## src/hdl/fbt_pkg.sv

```systemverilog
package fbt_pkg;

	localparam int CFG_IDX_W = 2;
	localparam int CFG_DATA_W = 24;

	localparam logic [CFG_IDX_W-1:0] REG_BLOCK_LENGTH = 2'd0;
	localparam logic [CFG_IDX_W-1:0] REG_NUM_USERS = 2'd1;
	localparam logic [CFG_IDX_W-1:0] REG_LOG_TERM = 2'd2;

	localparam int LEN_W = 20;
	localparam int USERS_W = 11;
	localparam int LOG_W = 24;
	localparam int USER_IDX_W = 10;

	// result queue
	localparam int QDEPTH = 8;
	localparam int QAW = 3;
	localparam int QCW = 4;
	// room kept free for two pipeline stages and one new item, two results each
	localparam logic [QCW-1:0] QSLACK = 4'(QDEPTH - 6);

	typedef struct packed {
		logic [USER_IDX_W-1:0] user_index;
		logic guilty;
		logic last_verdict;
	} result_t;

	typedef struct packed {
		logic valid;
		logic first;
		logic last;
		logic [USER_IDX_W-1:0] user;
		logic [USER_IDX_W-1:0] last_user;
		logic first_guilty;
		logic last_guilty;
	} blk_ctl_t;

endpackage

```

## src/hdl/fbt_queue.sv

```systemverilog
module fbt_queue (
	input  logic clk,
	input  logic arst_n,
	input  logic wr0,
	input  logic wr1,
	input  fbt_pkg::result_t r0,
	input  fbt_pkg::result_t r1,
	input  logic pop,
	output logic not_empty,
	output fbt_pkg::result_t head,
	output logic [fbt_pkg::QCW-1:0] count
);
	import fbt_pkg::*;

	result_t mem_q [QDEPTH];
	logic [QAW-1:0] rd_q;
	logic [QAW-1:0] wr_q;
	logic [QCW-1:0] count_q;
	logic [QAW-1:0] wr_next;
	logic [QCW-1:0] n_wr;

	always_comb begin
		wr_next = wr_q + QAW'(1);
		n_wr = QCW'(wr0) + QCW'(wr1);
		not_empty = count_q != '0;
		head = mem_q[rd_q];
		count = count_q;
	end

	always_ff @(posedge clk or negedge arst_n) begin
		if (!arst_n) begin
			rd_q <= '0;
			wr_q <= '0;
			count_q <= '0;
		end else begin
			if (pop) begin
				rd_q <= rd_q + QAW'(1);
			end
			wr_q <= wr_q + n_wr[QAW-1:0];
			count_q <= count_q + n_wr - QCW'(pop);
		end
	end

	always_ff @(posedge clk) begin
		if (wr0) begin
			mem_q[wr_q] <= r0;
		end
		if (wr1) begin
			mem_q[wr_next] <= r1;
		end
	end

endmodule

```

## config.mk

```make
export PLATFORM = sky130hd
export DESIGN_NAME = fbt_queue
export DESIGN_NICKNAME = d
export VERILOG_FILES = /design/src/hdl/fbt_pkg.sv /design/src/hdl/fbt_queue.sv
export SDC_FILE = /design/constraint.sdc
export NUM_CORES = 1
export LEC_CHECK = 0
export ABC_AREA = 0
export BUFFER_PORTS_ARGS = -buffer_cell sky130_fd_sc_hd__buf_4
export CAP_MARGIN = 10
export CORE_MARGIN = 5
export CORE_UTILIZATION = 62
export CTS_BUF_LIST = sky130_fd_sc_hd__clkbuf_4 sky130_fd_sc_hd__clkbuf_8 sky130_fd_sc_hd__clkbuf_16
export DETAILED_ROUTE_END_ITERATION = 16
export GPL_TIMING_DRIVEN = 0
export PLACE_DENSITY_LB_ADDON = 0.3
export SYNTH_ARGS = -nofsm -noshare
export SYNTH_HDL_FRONTEND = slang
export SYNTH_SLANG_ARGS = --single-unit
```

## constraint.sdc

```tcl
create_clock -name clk -period 6.4 [get_ports clk]
set_clock_uncertainty 0.05 [all_clocks]
set_input_delay 0 -clock clk [delete_from_list [all_inputs] [get_ports clk]]
set_output_delay 0 -clock clk [all_outputs]
set_load 0.05 [all_outputs]
```

* After elaboration in Yosys (flattened, before gate mapping)
Memory sizes are Yosys's and may differ from the RTL's. Index checks and enable logic that the tools add are counted.
Operators by class: reduce and logical (&&, ||, !) cells 1, muxes and demuxes 4, add/subtract/negate cells 6
Operator list (number):
- adder 3 x 1 -> 3 bit, second input constant | 2
- adder 4 x 2 -> 4 bit | 1
- two-way mux 1 bit | 4
- nonzero test 4 bit | 1
- subtractor 4 x 1 -> 4 bit | 1
- adder 3 x 2 -> 3 bit | 1
- adder 1 x 1 -> 2 bit | 1
Word-level totals: memories 1, logic and storage cells 15, bits of input ports 29, memory bits (writable) 96, flip-flop bits (word level) 10, output and inout port bits 17
Memory list:
- mem_q | words 8, width 12, read ports 1, clocked after Yosys merged registers in 0, wr ports 2, line fbt_queue.sv:15 | result_t mem_q [QDEPTH];

* Depth between registers and ports, before layout
depth in word-level cells 3, mapped depth 8, depth with buffers taken out 8

* Least setup slack after synthesis
Ideal clock, no wire load.
path kind register to register, start register wr_q[0], end memory mem_q[5][0] (netlist bit) (enable), data arrival time 1910 ps, period minus slack after synthesis 2357 ps, setup time 398 ps, slack 4043 ps, buffers on the path 1, stages on the path, launching flop included 6, required time 5952 ps, cells stage by stage dfrtp_1 -> ha_1 -> nor3b_1 -> nand2_2 -> buf_2 -> o21ai_0
RTL lines:
- from (decl) | line fbt_queue.sv:17 | logic [QAW-1:0] wr_q;
- from (signal assigned) | line fbt_queue.sv:39 | wr_q <= wr_q + n_wr[QAW-1:0];
- to (decl) | line fbt_queue.sv:15

==> impl_metrics.py <==
metrics = {
    "global_route": {
        "grt.overflow.total": 0,
        "grt_pass1_wl_mm": 19.42,
        "track_usage": 0.2345,
        "grt_pass1_vias": 3420,
        "antenna_found_initial": 0,
        "grt_max_degree": 18,
    },
    "worst_setup_path": {
        "cp_data_required_time_ps": 6480,
        "endpoint_kind": "flip-flop",
        "critPathBufInv": 2,
        "cp.depth": 6,
        "crit_end": "mem_q[3][1]",
        "cp_max_fo": 10,
        "path_delay_family": "buffers and inverters",
        "max_stage_delay_ps": 550,
        "crit_path_start_kind": "flip-flop",
        "rr_startpoint": "wr_q[1]",
        "arrival_ps": 3110,
        "cp-startpoint": "wr_q[1]",
        "cpMaxStageDelayCell": "dlygate4sd3_1",
        "r2r_cells": 6,
        "path_class": "flip-flop to flip-flop",
        "crit_path_cell_trace": "ha_1, nand3b_1, nor2_1, buf_2, mux2_2, dlygate4sd3_1",
        "reg2reg_to": "mem_q[3][1]",
        "r2r_slack_ps": 3370,
    },
    "logic_synthesis": {
        "synth_seq_area_share": 0.5705,
        "yosys_warnings": 0,
        "synth-simple-area-share": 0.02210,
        "synthMuxAreaShare": 0.3219,
        "ys_types": 33,
        "synth.net_count": 360,
        "synth_area_leaders": "edfxtp_1 (52%), mux2_2 (22%), mux4_2 (9.8%)",
        "synth_area_mm2": 0.005492,
        "yosysTopAreaCellShare": 0.5249,
        "ys_ff_latch": 106,
        "synth_compound_area_frac": 0.01048,
        "avgSynthCellArea_um2": 17.21,
        "yosysTopAreaCell": "edfxtp_1",
        "synthAdderAreaFrac": 0.03008,
        "async_reset_ff_frac": 0.09434,
        "ys.flop_type": "edfxtp_1",
        "synth_top_family_by_area": "multiplexers",
        "synth-edff-count": 96,
        "synthCells": 319,
        "synthXorXnorAreaFrac": 0.01390,
    },
    "place": {
        "post_dp_cell_area_mm2": 0.006021,
        "dp_hpwl_mm": 7.678,
        "port_buffers": 45,
        "gp_congestion": 0.8335,
    },
    "sta": {
        "hold_violations": 0,
        "worstMarginPinSlew_ps": 885.0,
        "fmax_mhz": 329.7,
        "fin_crit_sh": 0.4739,
        "tns_ps": 0,
        "fin_crit_ps": 3033,
        "slew_violations": 0,
        "rsz0062_at_grt": "no",
        "setup_viol_count_final": 0,
        "slew_headroom": 0.4100,
    },
    "route": {
        "viasPerCell": 6.123,
        "wire_per_inst_um": 23.05,
        "post-route-drc-count": 0,
        "drt_iter0_drc": 202,
        "drtAntennaViolNets": 0,
        "wirelength_mm": 12.20,
        "vias": 3239,
        "dr.pass1.iters": 5,
    },
    "power": {
        "swShare": 0.4070,
        "p_comb_frac": 0.538,
        "clockPowerShare": 0.115,
        "p_per_area_mw_per_mm2": 499.3,
        "power_frac_seq": 0.348,
        "internal-power_mw": 1.952,
        "static-leakage-power_nw": 2.368,
        "vdd_drop_max_v": 0.0005243,
        "p_switching_mw": 1.340,
    },
    "die": {
        "die_h_um": 104.1,
        "dieArea_mm2": 0.01084,
        "rows": 34,
        "die_w_um": 104.1,
        "core_mm2": 0.008678,
        "start_util": 0.6328,
        "ios": 46,
    },
    "final_layout": {
        "drive_above_1_share": 0.5249,
        "nets": 458,
        "antenna_cells": 0,
        "stdcell_area_mm2": 0.006593,
        "syn_to_final_growth_pct": 20.05,
    },
    "clocking": {
        "h-tree-depth": 3,
        "clk_latency_ps": 360,
        "cts_made_buffers": 9,
        "cts_setup_buffers": 0,
        "numClockSinks": 106,
        "root_buffer": "clkbuf_8",
        "cts_tree": "yes",
        "clock_path_buffers": 2,
        "cts_resized": 0,
        "path_clk_slew_ps": 110,
    },
    "worst_hold_path": {
        "hp-class": "input port to flip-flop",
    },
    "status": {
        "run_status": "finished, final reports clean",
    },
    "job": {
        "drv_cap": 0,
    },
}
==> placed cells by master (no fill, tap or decap), types with 3 or more instances in the layout <==
cell	netlist	final
mux2_2	109	109
edfxtp_1	96	96
buf_4	5	50
dlygate4sd3_1	0	40
mux4_2	24	24
inv_1	15	15
ha_1	10	10
dfrtp_1	10	10
clkbuf_8	0	9
buf_6	4	6
nand2_1	5	5
nor2_1	4	4
buf_2	4	4
o22ai_2	0	4
xnor2_1	3	3
clkinvlp_4	0	3
==> layout make-up <==
cell class                 instances  area (um2)
buffer                            16       113.9
clock buffer                      10       131.4
clock inverter                     5       40.04
fill                             525        2086
inverter                          15       56.30
multi-input combinational        182        2222
sequential                       106        3133
tap                              108       135.1
timing repair buffer              87       760.7
==> flip-flops by register name, summed over array words and instances (netlist names) <==
register,cells
mem_q,96
wr_q,3
count,4
rd_q,3
==> Yosys cell counts, drive strengths merged, types with 2 or more instances <==
cell type    n
nor2         4
o22ai        4
nand2        7
ha          10
xor2         3
nand3        2
edfxtp      96
inv         15
xnor2        4
fa           2
mux2       109
dfrtp       10
buf         15
nand2b       2
mux4        24
nor3         3
==> worst register-to-register path: stages (launching register included) <==
cell and delay, ps:
dfrtp_1 470, ha_1 450, nand3b_1 220, nor2_1 300, buf_2 380, mux2_2 370
dlygate4sd3_1 550
==> worst min path at each step <==
stage | from | end | slack, ps | cells after the start
6_report | wr1 | wr_q[0] | 10 | 3
5_1_grt | wr1 | wr_q[0] | 30 | 3
4_1_cts | wr1 | wr_q[0] | 2 | 3
3_3_place_gp | arst_n | wr_q[2] | -220 | 1
2_1_floorplan | arst_n | count[0] | -350 | 0
3_5_place_dp | arst_n | wr_q[2] | -210 | 1
==> metal layers <==
layer  vias up  GRT usage  part of all wire
met5         -          0                 0
met4         0    0.06290            0.0099
met3        12    0.03352             0.063
met2       120     0.3930              0.53
met1      1649     0.3242              0.40
li1       1458          -                 -
==> logic make-up (layout without fill, tap and decap cells) <==
kind of cell,Yosys count,in the layout
mux,133,133
buf+inv,31,133
compound gates,9,9
flops,106,106
xor+xnor,7,7
fa+ha+maj,12,12
simple gates,21,21
==> power by group through the flow <==
stage	clock, mW	combinational, mW	sequential [mW]
finish	0.378	1.77	1.14
global route	0.409	1.87	1.16
CTS	0.380	1.78	1.14
detailed placement	0	1.73	1.16
global placement	0	1.66	1.15
floorplan	0	1.21	1.18
==> repair_timing <==
item / 4_1_cts / 5_1_grt
hold buffers: 40 / 0
endpoints found under the setup margin: 0 / 0
hold endpoints to repair: 110 / 0
==> per-stage QoR <==
step	hold slack, ps	instances	total power, mW	utilization	setup WS (ps)
floorplan	-345.6	319	2.389	-	4043
global placement	-216.1	472	2.811	0.6873	3424
detailed placement	-209.4	474	2.889	0.6938	3693
CTS	1.771	529	3.301	0.7597	3400
global route	28.99	529	3.443	0.7597	3260
finish	12.64	529	3.292	0.7597	3367
Note: power is estimated with default switching activity, not from simulation.
