**src/hdl/fbt_pkg.sv**
```systemverilog
package fbt_pkg;

	localparam int CFG_IDX_W = 2;
	localparam int CFG_DATA_W = 24;

	localparam logic [CFG_IDX_W-1:0] REG_BLOCK_LENGTH = 2'd0;
	localparam logic [CFG_IDX_W-1:0] REG_NUM_USERS = 2'd1;
	localparam logic [CFG_IDX_W-1:0] REG_LOG_TERM = 2'd2;

	localparam int LEN_W = 20;
	localparam int USERS_W = 11;
	localparam int LOG_W = 24;
	localparam int USER_IDX_W = 10;

	// result queue
	localparam int QDEPTH = 8;
	localparam int QAW = 3;
	localparam int QCW = 4;
	// room kept free for two pipeline stages and one new item, two results each
	localparam logic [QCW-1:0] QSLACK = 4'(QDEPTH - 6);

	typedef struct packed {
		logic [USER_IDX_W-1:0] user_index;
		logic guilty;
		logic last_verdict;
	} result_t;

	typedef struct packed {
		logic valid;
		logic first;
		logic last;
		logic [USER_IDX_W-1:0] user;
		logic [USER_IDX_W-1:0] last_user;
		logic first_guilty;
		logic last_guilty;
	} blk_ctl_t;

endpackage

```
**src/hdl/fbt_judge.sv**
```systemverilog
module fbt_judge #(
	parameter int BLOCK_COUNT_BITS = 20
) (
	input  logic clk,
	input  logic arst_n,
	input  fbt_pkg::blk_ctl_t ctl_s1,
	input  logic [BLOCK_COUNT_BITS-1:0] w_ones_s1,
	input  logic [BLOCK_COUNT_BITS-1:0] c_ones_s1,
	input  logic [BLOCK_COUNT_BITS-1:0] w_marks_s1,
	input  logic [BLOCK_COUNT_BITS-1:0] c_marks_s1,
	input  logic [fbt_pkg::LOG_W-1:0] log_term,
	output logic wr0,
	output logic wr1,
	output fbt_pkg::result_t r0,
	output fbt_pkg::result_t r1
);
	import fbt_pkg::*;

	localparam int CB = BLOCK_COUNT_BITS;
	localparam int DDW = 2 * CB;
	localparam int KLW = CB + 1 + LOG_W;
	localparam int CMPW = (DDW + 16 > KLW + 1) ? DDW + 16 : KLW + 1;

	blk_ctl_t ctl_s2;
	logic pos_ones_s2;
	logic pos_marks_s2;
	logic [DDW-1:0] dd_ones_s2;
	logic [DDW-1:0] dd_marks_s2;
	logic [KLW-1:0] kl_ones_s2;
	logic [KLW-1:0] kl_marks_s2;

	logic [CB-1:0] d_ones;
	logic [CB-1:0] d_marks;
	logic [CB:0] k_ones;
	logic [CB:0] k_marks;
	logic gt_ones;
	logic gt_marks;
	logic mid_guilty;

	always_comb begin
		d_ones = c_ones_s1 - w_ones_s1;
		d_marks = c_marks_s1 - w_marks_s1;
		k_ones = (CB+1)'(c_ones_s1) + (CB+1)'(w_ones_s1);
		k_marks = (CB+1)'(c_marks_s1) + (CB+1)'(w_marks_s1);
	end

	always_ff @(posedge clk or negedge arst_n) begin
		if (!arst_n) begin
			ctl_s2 <= '0;
			pos_ones_s2 <= 1'b0;
			pos_marks_s2 <= 1'b0;
			dd_ones_s2 <= '0;
			dd_marks_s2 <= '0;
			kl_ones_s2 <= '0;
			kl_marks_s2 <= '0;
		end else begin
			ctl_s2.valid <= ctl_s1.valid;
			if (ctl_s1.valid) begin
				ctl_s2.first <= ctl_s1.first;
				ctl_s2.last <= ctl_s1.last;
				ctl_s2.user <= ctl_s1.user;
				ctl_s2.last_user <= ctl_s1.last_user;
				ctl_s2.first_guilty <= ctl_s1.first_guilty;
				ctl_s2.last_guilty <= ctl_s1.last_guilty;
				pos_ones_s2 <= c_ones_s1 > w_ones_s1;
				pos_marks_s2 <= c_marks_s1 > w_marks_s1;
				dd_ones_s2 <= DDW'(d_ones) * DDW'(d_ones);
				dd_marks_s2 <= DDW'(d_marks) * DDW'(d_marks);
				kl_ones_s2 <= KLW'(k_ones) * KLW'(log_term);
				kl_marks_s2 <= KLW'(k_marks) * KLW'(log_term);
			end
		end
	end

	// (k-2w)^2 * 2^16 > 2*k*L
	always_comb begin
		gt_ones = CMPW'({dd_ones_s2, 16'h0000}) > CMPW'({kl_ones_s2, 1'b0});
		gt_marks = CMPW'({dd_marks_s2, 16'h0000}) > CMPW'({kl_marks_s2, 1'b0});
		mid_guilty = (pos_ones_s2 && gt_ones) || (pos_marks_s2 && gt_marks);
		wr0 = ctl_s2.valid;
		wr1 = ctl_s2.valid && ctl_s2.last;
		r0.user_index = ctl_s2.user;
		r0.guilty = ctl_s2.first ? ctl_s2.first_guilty : mid_guilty;
		r0.last_verdict = 1'b0;
		r1.user_index = ctl_s2.last_user;
		r1.guilty = ctl_s2.last_guilty;
		r1.last_verdict = 1'b1;
	end

endmodule

```
**config.mk**
```make
export PLATFORM = sky130hd
export DESIGN_NAME = fbt_judge
export DESIGN_NICKNAME = d
export VERILOG_FILES = /design/src/hdl/fbt_pkg.sv /design/src/hdl/fbt_judge.sv
export SDC_FILE = /design/constraint.sdc
export NUM_CORES = 2
export LEC_CHECK = 0
export CORE_ASPECT_RATIO = 0.6
export CORE_UTILIZATION = 25
export CTS_CLUSTER_DIAMETER = 120
export DETAILED_ROUTE_END_ITERATION = 10
export DONT_BUFFER_PORTS = 1
export HOLD_SLACK_MARGIN = 0.15
export PLACE_DENSITY = 0.37
export SLEW_MARGIN = 15
export SYNTH_ARGS = -nofsm -noshare
export SYNTH_HDL_FRONTEND = slang
export SYNTH_SLANG_ARGS = --single-unit
```
**constraint.sdc**
```tcl
create_clock -name clk -period 2.8 [get_ports clk]
set_clock_uncertainty 0.15 [all_clocks]
set_input_delay 0.14 -clock clk [delete_from_list [all_inputs] [get_ports clk]]
set_output_delay 0.14 -clock clk [all_outputs]
set_load 0.03 [all_outputs]
```
# After elaboration in Yosys (flattened, before gate mapping)
# Index checks and enable logic that the tools add are counted.
classes:
  reduce_logical: 4
  mux: 1
  add_sub_neg: 4
  n_mul: 4
  magnitude_cmp: 4
op_table:
  columns: ["op", "n"]
  rows:
  - ["56-bit by 46-bit > comparator with 1-bit output", 2]
  - ["21-bit by 24-bit multiplier with 45-bit output", 2]
  - ["20-bit by 20-bit multiplier with 40-bit output", 2]
  - ["20-bit by 20-bit adder with 21-bit output", 2]
  - ["20-bit > comparator", 2]
  - ["20-bit subtractor", 2]
  - ["1-bit logical AND", 3]
  - ["1-bit logical OR", 1]
  - ["1-bit 2-to-1 mux", 1]
totals:
  word_cells: 30
  out_inout_bits: 26
  input_bits: 131
  ff_bits: 197

# Longest topological paths before layout
logic_depth:
  depth_word: 4
  ltp_mapped: 43

# Worst setup path after synthesis
# OpenSTA, ideal clock, no wires.
synth_timing:
  path_type: "input -> register"
  from: "input port c_marks_s1[0]"
  to: "register dd_marks_s2[38]"
  slack_ps: -5948
  setup_ps: 125
  n_path_buf: 1
  arrival_time_ps: 8473
  required_ps: 2525
  path_stages: 41
  path_cell_list: "inv_1 > ha_1 > inv_1 > fa_1 > a211oi_1 > o21bai_1 > a211oi_1 > nor2_1 > nor2_1 > nor2b_1 > nor2_1 > nor2_1 > nor2_1 > xor2_1 > clkinv_1 > nand2_1 > inv_1 > fa_1 > [5 not listed] > fa_1 > fa_1 > inv_1 > fa_1 > inv_1 > ha_1 > clkbuf_1 > nand2_1 > nor2_1 > nand3_1 > nor2_1 > a211o_1 > a311oi_1 > o21ai_1 > a211oi_1 > o21bai_1 > xor2_1 > mux2_2"
synth_via:
  elab_chain_len: 2
synth_rtl:
  columns: ["item", "line", "rtl"]
  rows:
  - ["start, declared", "fbt_judge.sv:10", "input logic [BLOCK_COUNT_BITS-1:0] c_marks_s1,"]
  - ["20-bit subtractor", "fbt_judge.sv:42", "d_marks = c_marks_s1 - w_marks_s1;"]
  - ["20-bit by 20-bit multiplier with 40-bit output", "fbt_judge.sv:68", "dd_marks_s2 <= DDW'(d_marks) * DDW'(d_marks);"]
  - ["end signal, assigned", "fbt_judge.sv:68", null]
  - ["end, declared", "fbt_judge.sv:28", "logic [DDW-1:0] dd_marks_s2;"]
# No other way between the ends.
# A chain may end at the register's enable or synchronous reset.

# Worst setup path after layout
layout_timing:
  from: "input port w_ones_s1[0]"
  to: "register kl_ones_s2[44]"
layout_via:
  elab_chain_len: 2
layout_rtl:
  columns: ["item", "line", "rtl"]
  rows:
  - ["start, declared", "fbt_judge.sv:7", "input logic [BLOCK_COUNT_BITS-1:0] w_ones_s1,"]
  - ["20-bit by 20-bit adder with 21-bit output", "fbt_judge.sv:43", "k_ones = (CB+1)'(c_ones_s1) + (CB+1)'(w_ones_s1);"]
  - ["21-bit by 24-bit multiplier with 45-bit output", "fbt_judge.sv:69", "kl_ones_s2 <= KLW'(k_ones) * KLW'(log_term);"]
  - ["end signal, assigned", "fbt_judge.sv:69", null]
  - ["end, declared", "fbt_judge.sv:29", "logic [KLW-1:0] kl_ones_s2;"]
# No other way between the ends.

==> flow_summary.toml <==
[run_status]
status = "complete, but fails checks"
violated_checks = "hold timing, setup timing"

[timing]
finalSetupTns_ns = -687.11
postLayoutSetupSlackWorst_ns = -5.535
grt_setup_unrepaired = "true"
fmax_mhz = 120.0
finalCriticalPeriod_ns = 8.335
hold-worst-slack_ns = -0.7644
timing.slew.headroom = 0.3248
worst_pin_slew_ns = 1.013
drv_slew = 0
number_of_failing_setup_endpoints_in_the_final_timing_report = 157
min_period_over_period = 2.977
final-hold-violation-count = 278

[route]
postRouteWirelength_um = 231400
vias = 52810
drt_iter0_drc = 2794
route.detailed.drc = 0
routed_len_inst_um = 18.91
ant_nets = 0
drt_pass1_iterations = 5
route.detailed.vias_per_inst = 4.314

[critical_path]
critical_path.reg2reg.endpoint = "r0[6]"
startpoint = "w_ones_s1[0]"
worstSetupPathDepth = 37
path_max_fanout = 8
r2r_slack_ns = 0.59
path_common_cell = "sky130_fd_sc_hd__fa_1"
cpMaxStageDelayCell = "sky130_fd_sc_hd__fa_1"
data_arrival_time_at_the_worst_slack_endpoint_ns = 8.62
cp-endpoint = "kl_ones_s2[44]"
critical-path-top-delay-family = "adder cells"
startpoint_type = "primary input"
critical_path.n_buffers_inverters = 6
setup.worst_path.class = "primary input to register"
critical-path-max-stage-delay_ns = 0.54
r2r-start = "r0[6]"
crit_path_end_kind = "register"
worst-endpoint-required_ns = 3.08
timing.reg2reg.worst_path_depth = 3

[synthesis]
syn_inst = 7501
yosys.area.top_type = "sky130_fd_sc_hd__fa_1"
synth_enable_flop_cells = 0
netlist_area_mm2 = 0.06754
yosysTopAreaCellShare = 0.4138
synthFlopType = "sky130_fd_sc_hd__dfrtp_1"
synth-seq-cells = 195
synth_top_cells_by_area = "sky130_fd_sc_hd__fa_1, sky130_fd_sc_hd__ha_1, sky130_fd_sc_hd__inv_1"
mappedNetlistNets = 9760
async_reset_ff_frac = 1.000
synth_top_cells_by_count = "sky130_fd_sc_hd__inv_1, sky130_fd_sc_hd__fa_1, sky130_fd_sc_hd__nand2_1"
synth_most_common_cell = "sky130_fd_sc_hd__inv_1"
synth-seq-area-share = 0.07225
yosys_warnings = 0
synthDistinctLibCells = 93
post_synth.cell_area_avg_um2 = 9.004

[die]
start_util = 0.2520
die_span_x_um = 673.0
fp.coreArea_mm2 = 0.2680
die_h_um = 404.6
top_level_ports = 157
floorplan.rows = 147
die-area_mm2 = 0.2723

[job]
max_cap_viols = 0

[clock_network]
clk_latency_ns = 0.56
htree_num_levels = 4
clk_transition_reported_paths_ns = 0.10
cts.path.max_buffers = 3
ctsRootBufferMaster = "sky130_fd_sc_hd__clkbuf_16"
hold_buffers = 87
clk_sinks = 195
numCtsBuffers = 25
tritoncts = "built"

[global_routing]
grt_antenna_before_repair = 7
globalRouteTotalUtil = 0.1748
via_count_of_the_first_global_routing_pass = 58160
maximum_number_of_pins_on_one_net_before_global_route_repair = 235
grt-ovfl-total = 0
wire_length_of_the_first_global_routing_pass_um = 362800

[final_layout]
total_of_fill_cells_in_the_finished_design = 28030
final_core_util = 0.3275
drive_gt1_frac = 0.2529
final_net_count = 10910
area_growth_syn_to_layout_pct = 29.93

[place]
place_congestion = 0.8486
port_buffers = 0
hpwl_um = 195500

[min_path]
worstHoldPathType = "primary input to async pin"
[state kept, by name, indices dropped and copies added, names as in the netlist, 3 cells and up]
signal       count
ctl_s2           3
kl_marks_s2     45
dd_ones_s2      39
r0              10
dd_marks_s2     39
r1              11
kl_ones_s2      45
[stage by stage]
step	instances	setup WS [ns]	cell area, um^2
after global routing	12240	-5.809	87750
after CTS	12180	-5.515	86150
after global placement	12000	-6.618	82510
after floorplan	7501	-5.591	69430
final	12240	-5.535	87750
after detailed placement	12000	-6.620	82510
[worst min path at each step]
stage | cells past startpoint | endpoint | startpoint | slack, ns
finish | 0 | dd_ones_s2[3] | arst_n | -0.76
global route | 0 | kl_ones_s2[5] | arst_n | -0.85
CTS | 0 | kl_ones_s2[32] | arst_n | -0.88
detailed placement | 0 | dd_ones_s2[19] | arst_n | -0.22
global placement | 0 | dd_ones_s2[3] | arst_n | -0.22
floorplan | 0 | ctl_s2[1] | arst_n | -0.31
[layer usage]
| metal | vias up | share of wire | track usage |
|---|---|---|---|
| met5 | - | 0.000048 | 0 |
| met4 | 2 | 0.014 | 0.02513 |
| met3 | 118 | 0.052 | 0.02890 |
| met2 | 972 | 0.42 | 0.2554 |
| met1 | 26870 | 0.52 | 0.2721 |
| li1 | 24840 | - | - |
[repair_timing]
| item | in CTS | in global routing |
|---|---|---|
| hold endpoints to repair | 383 | 347 |
| buffers inserted | 67 | 56 |
| gates resized for setup | 320 | 270 |
| pin swaps | 209 | 225 |
| endpoints found under the setup margin | 156 | 159 |
[cell type report]
| class | count | area (um^2) | area share |
|---|---|---|---|
| repair buffers | 1456 | 12310 | 0.1403 |
| clock buffers | 28 | 656.9 | 0.007485 |
| clock inverters | 4 | 120.1 | 0.001369 |
| flip-flops and latches | 195 | 4880 | 0.05561 |
| inverters | 1813 | 6853 | 0.07809 |
| well taps | 3576 | 4474 | 0.05099 |
| multi-input cells | 5162 | 58440 | 0.6660 |
| diodes | 6 | 15.01 | 0.0001711 |
[placed cells by master, fill, tap and decap left out, drive strengths merged, types with 20 or more instances in the layout]
cell type,instances
inv,1802
fa,1396
buf,1369
nand2,925
ha,732
nor2,324
and2,293
a21oi,221
dfrtp,195
o21ai,167
xnor2,164
a21o,151
mux2,116
nor2b,91
dlygate4sd3,87
xor2,77
nand2b,64
nand3,36
o21bai,35
nand4,33
nor3,32
a211oi,31
o21a,28
clkbuf,28
and3,26
a31oi,23
mux2i,20
[logic make-up after synthesis]
family / count (synthesis) / synth area share
fa+ha+maj: 2128 / 0.5494
simple gates: 1879 / 0.1272
flops: 195 / 0.07225
mux: 136 / 0.02230
other cells: 2 / 0.0001112
xor+xnor: 241 / 0.03175
buf+inv: 2144 / 0.1209
compound gates: 776 / 0.07612
Power is left out: the tool's default activity adds up to more than one toggle a clock period on the data nets, which glitch-free logic cannot reach.
