File: src/hdl/fbt_pkg.sv
package fbt_pkg;

	localparam int CFG_IDX_W = 2;
	localparam int CFG_DATA_W = 24;

	localparam logic [CFG_IDX_W-1:0] REG_BLOCK_LENGTH = 2'd0;
	localparam logic [CFG_IDX_W-1:0] REG_NUM_USERS = 2'd1;
	localparam logic [CFG_IDX_W-1:0] REG_LOG_TERM = 2'd2;

	localparam int LEN_W = 20;
	localparam int USERS_W = 11;
	localparam int LOG_W = 24;
	localparam int USER_IDX_W = 10;

	// result queue
	localparam int QDEPTH = 8;
	localparam int QAW = 3;
	localparam int QCW = 4;
	// room kept free for two pipeline stages and one new item, two results each
	localparam logic [QCW-1:0] QSLACK = 4'(QDEPTH - 6);

	typedef struct packed {
		logic [USER_IDX_W-1:0] user_index;
		logic guilty;
		logic last_verdict;
	} result_t;

	typedef struct packed {
		logic valid;
		logic first;
		logic last;
		logic [USER_IDX_W-1:0] user;
		logic [USER_IDX_W-1:0] last_user;
		logic first_guilty;
		logic last_guilty;
	} blk_ctl_t;

endpackage

File: src/hdl/fbt_counter.sv
module fbt_counter #(
	parameter int BLOCK_COUNT_BITS = 20,
	parameter int MAX_USERS = 1024
) (
	input  logic clk,
	input  logic arst_n,
	input  logic accept,
	input  logic word_bit,
	input  logic unreadable_bit,
	input  logic [fbt_pkg::LEN_W-1:0] block_length,
	input  logic [fbt_pkg::USERS_W-1:0] num_users,
	output fbt_pkg::blk_ctl_t ctl_s1,
	output logic [BLOCK_COUNT_BITS-1:0] w_ones_s1,
	output logic [BLOCK_COUNT_BITS-1:0] c_ones_s1,
	output logic [BLOCK_COUNT_BITS-1:0] w_marks_s1,
	output logic [BLOCK_COUNT_BITS-1:0] c_marks_s1
);
	import fbt_pkg::*;

	localparam int CB = BLOCK_COUNT_BITS;
	localparam int LW = (CB > LEN_W) ? CB : LEN_W;
	localparam int BNW = (MAX_USERS > 2048) ? USERS_W : $clog2(MAX_USERS);
	localparam logic [16:0] MAXU = 17'(MAX_USERS);

	logic [CB-1:0] bit_q;
	logic [BNW-1:0] blk_q;
	logic [CB-1:0] ones_q;
	logic [CB-1:0] marks_q;
	logic [CB-1:0] ones_prev_q;
	logic [CB-1:0] marks_prev_q;

	logic [LW-1:0] len_x;
	logic [LW-1:0] cap_x;
	logic [CB-1:0] len_eff;
	logic [USERS_W-1:0] n_eff;
	logic [USERS_W-1:0] last_block;
	logic [USERS_W-1:0] blk_x;
	logic [USERS_W-1:0] mid_user;
	logic [USERS_W-1:0] last_user;
	logic [CB-1:0] ones_new;
	logic [CB-1:0] marks_new;
	logic blk_end;
	logic is_last;

	always_comb begin
		len_x = LW'(block_length);
		cap_x = LW'({CB{1'b1}});
		if (len_x == '0) begin
			len_eff = CB'(1);
		end else if (len_x > cap_x) begin
			len_eff = {CB{1'b1}};
		end else begin
			len_eff = len_x[CB-1:0];
		end
		if (num_users < USERS_W'(2)) begin
			n_eff = USERS_W'(2);
		end else if (17'(num_users) > MAXU) begin
			n_eff = MAXU[USERS_W-1:0];
		end else begin
			n_eff = num_users;
		end
		last_block = n_eff - USERS_W'(2);
		last_user = n_eff - USERS_W'(1);
		blk_x = USERS_W'(blk_q);
		mid_user = (blk_x > last_block) ? last_block : blk_x;
		ones_new = ones_q + CB'(word_bit);
		marks_new = marks_q + CB'(unreadable_bit);
		blk_end = ((CB+1)'(bit_q) + (CB+1)'(1)) >= (CB+1)'(len_eff);
		is_last = blk_x >= last_block;
	end

	always_ff @(posedge clk or negedge arst_n) begin
		if (!arst_n) begin
			bit_q <= '0;
			blk_q <= '0;
			ones_q <= '0;
			marks_q <= '0;
			ones_prev_q <= '0;
			marks_prev_q <= '0;
		end else if (accept) begin
			if (!blk_end) begin
				bit_q <= bit_q + CB'(1);
				ones_q <= ones_new;
				marks_q <= marks_new;
			end else if (is_last) begin
				bit_q <= '0;
				blk_q <= '0;
				ones_q <= '0;
				marks_q <= '0;
				ones_prev_q <= '0;
				marks_prev_q <= '0;
			end else begin
				bit_q <= '0;
				blk_q <= blk_q + BNW'(1);
				ones_q <= '0;
				marks_q <= '0;
				ones_prev_q <= ones_new;
				marks_prev_q <= marks_new;
			end
		end
	end

	always_ff @(posedge clk or negedge arst_n) begin
		if (!arst_n) begin
			ctl_s1 <= '0;
			w_ones_s1 <= '0;
			c_ones_s1 <= '0;
			w_marks_s1 <= '0;
			c_marks_s1 <= '0;
		end else begin
			ctl_s1.valid <= accept && blk_end;
			if (accept && blk_end) begin
				ctl_s1.first <= (blk_q == '0);
				ctl_s1.last <= is_last;
				ctl_s1.user <= (blk_q == '0) ? '0 : mid_user[USER_IDX_W-1:0];
				ctl_s1.last_user <= last_user[USER_IDX_W-1:0];
				ctl_s1.first_guilty <= (ones_new != '0) || (marks_new != '0);
				ctl_s1.last_guilty <= (ones_new < len_eff) || (marks_new != '0);
				w_ones_s1 <= ones_prev_q;
				c_ones_s1 <= ones_new;
				w_marks_s1 <= marks_prev_q;
				c_marks_s1 <= marks_new;
			end
		end
	end

endmodule

File: config.mk
export PLATFORM = sky130hd
export DESIGN_NAME = fbt_counter
export DESIGN_NICKNAME = d
export VERILOG_FILES = /design/src/hdl/fbt_pkg.sv /design/src/hdl/fbt_counter.sv
export SDC_FILE = /design/constraint.sdc
export NUM_CORES = 1
export LEC_CHECK = 0
export BUFFER_PORTS_ARGS = -buffer_cell sky130_fd_sc_hd__buf_2
export CAP_MARGIN = 10
export CELL_PAD_IN_SITES_DETAIL_PLACEMENT = 1
export CELL_PAD_IN_SITES_GLOBAL_PLACEMENT = 1
export CORE_MARGIN = 5
export CORE_UTILIZATION = 42
export CTS_BUF_LIST = sky130_fd_sc_hd__clkbuf_2
export DETAILED_ROUTE_END_ITERATION = 16
export GPL_TIMING_DRIVEN = 0
export PLACE_DENSITY_LB_ADDON = 0.1
export SLEW_MARGIN = 20
export SYNTH_ARGS = -nofsm -noshare
export SYNTH_HDL_FRONTEND = slang
export SYNTH_SLANG_ARGS = --single-unit
File: constraint.sdc
create_clock -name clk -period 3.3 [get_ports clk]
set_input_delay 0.165 -clock clk [delete_from_list [all_inputs] [get_ports clk]]
set_output_delay 0.165 -clock clk [all_outputs]
set_load 0.01 [all_outputs]
Word level (Yosys, flattened, before mapping). Cells that the tools add are included. Widths: inputs -> output; s select.

Input port bits: 36. Word-level logic and storage cells: 51. Register bits: 215. Output and inout port bits: 105.

Add/sub/neg operators: 7. Reduce and logical (&&, ||, !) cells: 8. Muxes and demuxes: 12. Order comparisons: 7.

Operator list (number): $mux 20 (7); $add 20x1->20 (2); $reduce_bool 20->1 (2); $mux 10 (3); $mux 11 (2); $add 20x1->21 const B (1); $ge 21x20->1 (1); $add 20x1->20 const B (1); $gt 20x20->1 const B (1); $logic_not 20->1 (1); $lt 20x20->1 (1); $ge 10x11->1 (1); $gt 10x11->1 (1); $gt 11x11->1 const B (1); $lt 11x2->1 const B (1); $sub 11x2->11 const B (1); $add 10x1->10 const B (1); $logic_not 10->1 (1); $sub 10x1->10 const B (1); $logic_or 1x1->1 (2); $reduce_and 2->1 (1); $logic_and 1x1->1 (1).

Depth between registers and ports, before layout.
Depth after elaboration: 7. Gate-level depth with buffers: 20. Gate-level depth less buffers: 15.

Worst setup path after synthesis. No wires, ideal clock.

Kind: flip-flop to flip-flop. Start: reg bit_q[0]. End: reg ctl_s1[0] (netlist bit). Stages on the path, launching flop included: 15. Arrival time: 3.548 ns. Path buffers: 0. Period minus slack after synthesis: 3.669 ns. Setup time: 0.121 ns. Setup slack: -0.369 ns. Data required time: 3.179 ns. Path through: dfrtp_1 > ha_1 > nand3_1 > nor4_4 > and3_1 > nand3_1 > xnor2_1 > ha_1 > nand3_1 > nor4_1 > o311a_1 > or4_4 > nand3_2 > or4_4 > o22a_1.

Cells in the longest elaborated chain, start to end: 3.

Ends and longest elaborated chain: start, declared (RTL line fbt_counter.sv:25) `logic [CB-1:0] bit_q;`; start signal, assigned (RTL line fbt_counter.sv:82) `bit_q <= bit_q + CB'(1);`; $add 20x1->21 (RTL line fbt_counter.sv:68) `blk_end = ((CB+1)'(bit_q) + (CB+1)'(1)) >= (CB+1)'(len_eff);`; $ge 21x20->1 (RTL line fbt_counter.sv:68); $logic_and 1x1->1 (RTL line fbt_counter.sv:112) `if (accept && blk_end) begin`; end, declared (RTL line fbt_counter.sv:12) `output fbt_pkg::blk_ctl_t ctl_s1,`.

Every way passes these cells. A chain may end at the register's enable or synchronous reset.

Worst setup path after layout.
Start: reg ones_q[0]. End: reg ctl_s1[0] (netlist bit).

Cells in the longest elaborated chain, start to end: 3.

Ends and longest elaborated chain: start, declared (RTL line fbt_counter.sv:27) `logic [CB-1:0] ones_q;`; start signal, assigned (RTL line fbt_counter.sv:83) `ones_q <= ones_new;`; $add 20x1->20 (RTL line fbt_counter.sv:66) `ones_new = ones_q + CB'(word_bit);`; named net ones_new[18] (RTL line fbt_counter.sv:40) `logic [CB-1:0] ones_new;`; $lt 20x20->1 (RTL line fbt_counter.sv:118) `ctl_s1.last_guilty <= (ones_new < len_eff) || (marks_new != '0);`; $logic_or 1x1->1 (RTL line fbt_counter.sv:118).

The timed path passes the listed nets, and every way through them passes these cells.

==> flow_summary.json <==
{
  "hold_depth": 6,
  "violations": "setup timing",
  "vias": 11708,
  "dp_cells": 1702,
  "hp-class": "input port to flip-flop",
  "grt_max_degree": 86,
  "clockRootBuffer": "clkbuf_2",
  "drive_gt1_share_pct": 43.10,
  "netlist_area_um2": 11180,
  "rsz0062_at_grt": "true",
  "critPathKind": "flip-flop to flip-flop",
  "grt_pass1_wl_mm": 70.23,
  "synthToLayoutAreaGrowth_pct": 49.84,
  "worst_pin_slew_ns": 1.030,
  "cp.buffers_inverters": 1,
  "gp_congestion": 0.8587,
  "via_per_inst": 6.001,
  "io_buffers": 138,
  "cts_sinks": 215,
  "finalInstanceArea_um2": 16760,
  "synth_edf_count": 0,
  "fin_nets": 1663,
  "cts_tree": "done",
  "yosys_warnings": 0,
  "max_cap_violations": 0,
  "max_slew_margin_pct": 30.45,
  "synth_seq_area_share_pct": 48.10,
  "overflow": 0,
  "endpoint_kind": "flip-flop",
  "cp_max_fo": 6,
  "drt_first_pass_iters": 6,
  "drt-initial-drc-count": 966,
  "ir_drop_mv": 0.2728,
  "start_util_pct": 42.80,
  "finalHoldViolCount": 0,
  "setup_tns_ns": -84.47,
  "yosysUniqueCellTypes": 61,
  "slowest_stage": "xor2_1",
  "crit_family": "compound AO/OA/AOI/OAI gates",
  "synth-async-reset-ratio_pct": 100.0,
  "drtAntennaViolNets": 0,
  "avgSynthCellArea_um2": 9.115,
  "drt_wl_total_mm": 52.15,
  "grt_pass1_vias": 12084,
  "cp.required_ns": 4.12,
  "fillers": 2864,
  "core-area_um2": 26130,
  "dieArea_um2": 29990,
  "drv_slew": 0,
  "syn-num-nets": 1322,
  "p_per_area_nw_per_um2": 503.2,
  "dpl_cell_area_um2": 12450,
  "netlist_instances": 1227,
  "layout_min_cycle_time_ns": 4.178,
  "numCtsBuffers": 59,
  "ys.flop_type": "dfrtp_1",
  "ys_ff_latch": 215,
  "setup_viol": 215,
  "cts.reportedPaths.clkPinSlew_ns": 0.14,
  "power_leakage_uw": 0.008552,
  "status": "finished with violations",
  "startpoint_type": "flip-flop",
  "setup_ws_ns": -0.8778,
  "ioPinCount": 141,
  "die_w_um": 173.2,
  "slowest_delay_ns": 0.66,
  "r2r_cells": 13,
  "arrival_ns": 5.00,
  "fin_crit_sh_pct": 126.6,
  "max_freq_ghz": 0.2394,
  "final_cell_count_no_fill": 1951,
  "rows": 59,
  "dp_hpwl_mm": 26.01,
  "drc": 0,
  "path_depth": 13,
  "clock_latency_ns": 0.94,
  "track_usage_pct": 29.36,
  "antenna_found_initial": 1,
  "fp.dieH_um": 173.2,
  "path_cells": "ha_1 -> ha_2 -> nand2_1 -> or4_1 -> buf_2 -> nor2_1 -> xor2_1 -> ha_1 -> a21o_1 -> a21oi_1 -> o21ai_0 -> a21oi_2 -> o22a_1",
  "clock_path_buffers": 3,
  "h-tree-depth": 2,
  "post_drt_wl_per_cell_um": 26.73,
  "clock_skew_ns": 0.08211,
  "crit_path_frequent_cell": "ha_1"
}
cells by family (layout without fill, tap and decap cells):
family,count (synthesis),count (layout),share of synthesized area (%)
and+or+nand+nor,490,490,19.55
AOI/OAI and AO/OA,262,262,14.97
DFF,215,215,48.10
buffers and inverters,125,513,4.542
xor gates and xnor gates,61,61,4.777
adders and majority gates,59,59,6.600
muxes,15,15,1.454
other,0,1,0
path summary, 6_finish.rpt:
kind | start | endpoint | slack [ns]
max | ones_q[0]$_DFFE_PN0P_ | ctl_s1[0]$_DFFE_PN0P_ | -0.88
min | num_users[3] | ctl_s1[18]$_DFFE_PN0P_ | 0.03
max reg2reg | ones_q[0]$_DFFE_PN0P_ | ctl_s1[0]$_DFFE_PN0P_ | -0.88
min reg2reg | w_ones_s1[10]$_DFFE_PN0P_ | w_ones_s1[10]$_DFFE_PN0P_ | 0.48
max in group asynchronous | arst_n | ones_q[6]$_DFFE_PN0P_ | 2.09
min in group asynchronous | arst_n | ones_q[18]$_DFFE_PN0P_ | 0.39
sequential cells by signal, summed over array words and instances (netlist names):
name / cells
ctl_s1: 25
bit_q: 20
c_marks_s1: 20
c_ones_s1: 20
marks_prev_q: 20
marks_q: 20
ones_prev_q: 20
ones_q: 20
w_marks_s1: 20
w_ones_s1: 20
blk_q: 10
metrics by stage:
stage          power, uW  util, %  hold WS (ns)  setup WS, ns
2_1_floorplan       4430        -       -0.1306      -0.02854
3_3_place_gp        5169    47.40        0.4532        -1.893
3_5_place_dp        5259    47.64        0.1481        -1.755
4_1_cts             7823    60.44     0.0001797       -0.3559
5_1_grt             8782    64.13       0.09156       -0.9233
6_report            8434    64.13       0.03450       -0.8778
worst register-to-register path, cell delays in order, from the launching register on:
cell and delay, ns:
dfrtp_1 0.45, ha_1 0.26, ha_2 0.29, nand2_1 0.17, or4_1 0.47, buf_2 0.19, nor2_1 0.15, xor2_1 0.66
ha_1 0.42, a21o_1 0.20, a21oi_1 0.15, o21ai_0 0.18, a21oi_2 0.30, o22a_1 0.21
placed cells by master, fill, tap and decap left out, drive strengths merged, types with 16 or more instances in the layout:
master and n:
nor3 21, clkinv 22, nand4 20, inv 65, a22o 21, ha 59, dlygate4sd3 26, nor4 17
dfrtp 215, buf 281, o2bb2ai 16, nor2 62, xnor2 32, clkbuf 118, o21ai 126, a21o 23
nand2 287, o31ai 16, nand3 45, a21oi 27, xor2 29
synthesized netlist by cell type (23+ instances only):
library cell | n | area share [%]
a21oi_1 | 27 | 1.2
buf_2 | 30 | 1.3
nor2_1 | 61 | 2.0
dfrtp_1 | 215 | 48
o21ai_0 | 126 | 5.6
a21o_1 | 23 | 1.5
ha_1 | 59 | 6.6
xor2_1 | 29 | 2.3
nand2_1 | 286 | 9.6
nand3_1 | 44 | 2.0
xnor2_1 | 32 | 2.5
clkbuf_1 | 26 | 0.87
inv_1 | 62 | 2.1
cell type report:
cell class              instances  area [um^2]  area share, %
multi-input cells             887         6750          40.28
flip-flops and latches        215         5391          32.17
repair buffers                283         2630          15.69
plain buffers                  58        772.0          4.607
clock buffers                  84        420.4          2.509
well taps                     335        419.2          2.501
inverters                      64        247.7          1.478
clock inverters                24        125.1         0.7466
diodes                          1        2.502        0.01493
power breakdown:
part / switching (uW) / internal [uW] / leakage [uW]
sequential: 482 / 3060 / 0.00289
combinational: 1560 / 1240 / 0.00526
clock: 1320 / 775 / 0.000409
routing by layer:
metal  track usage, %  wire, um  vias up  share of wire (%)
met2            51.07     26180      612                 50
met3            6.288      3621      228                6.9
met5                0         0        -                  0
li1                 -         -     4960                  -
met1            35.18     19520     5908                 37
met4            12.74      2830        0                5.4
what timing repair did:
item,CTS,global route
pin swaps,185,41
cloned,22,8
gates resized for setup,479,173
hold buffers,27,0
endpoints found under the setup margin,215,215
buffers inserted,57,34
hold endpoints to repair,198,0
Note: power is estimated with default switching activity, not from simulation.
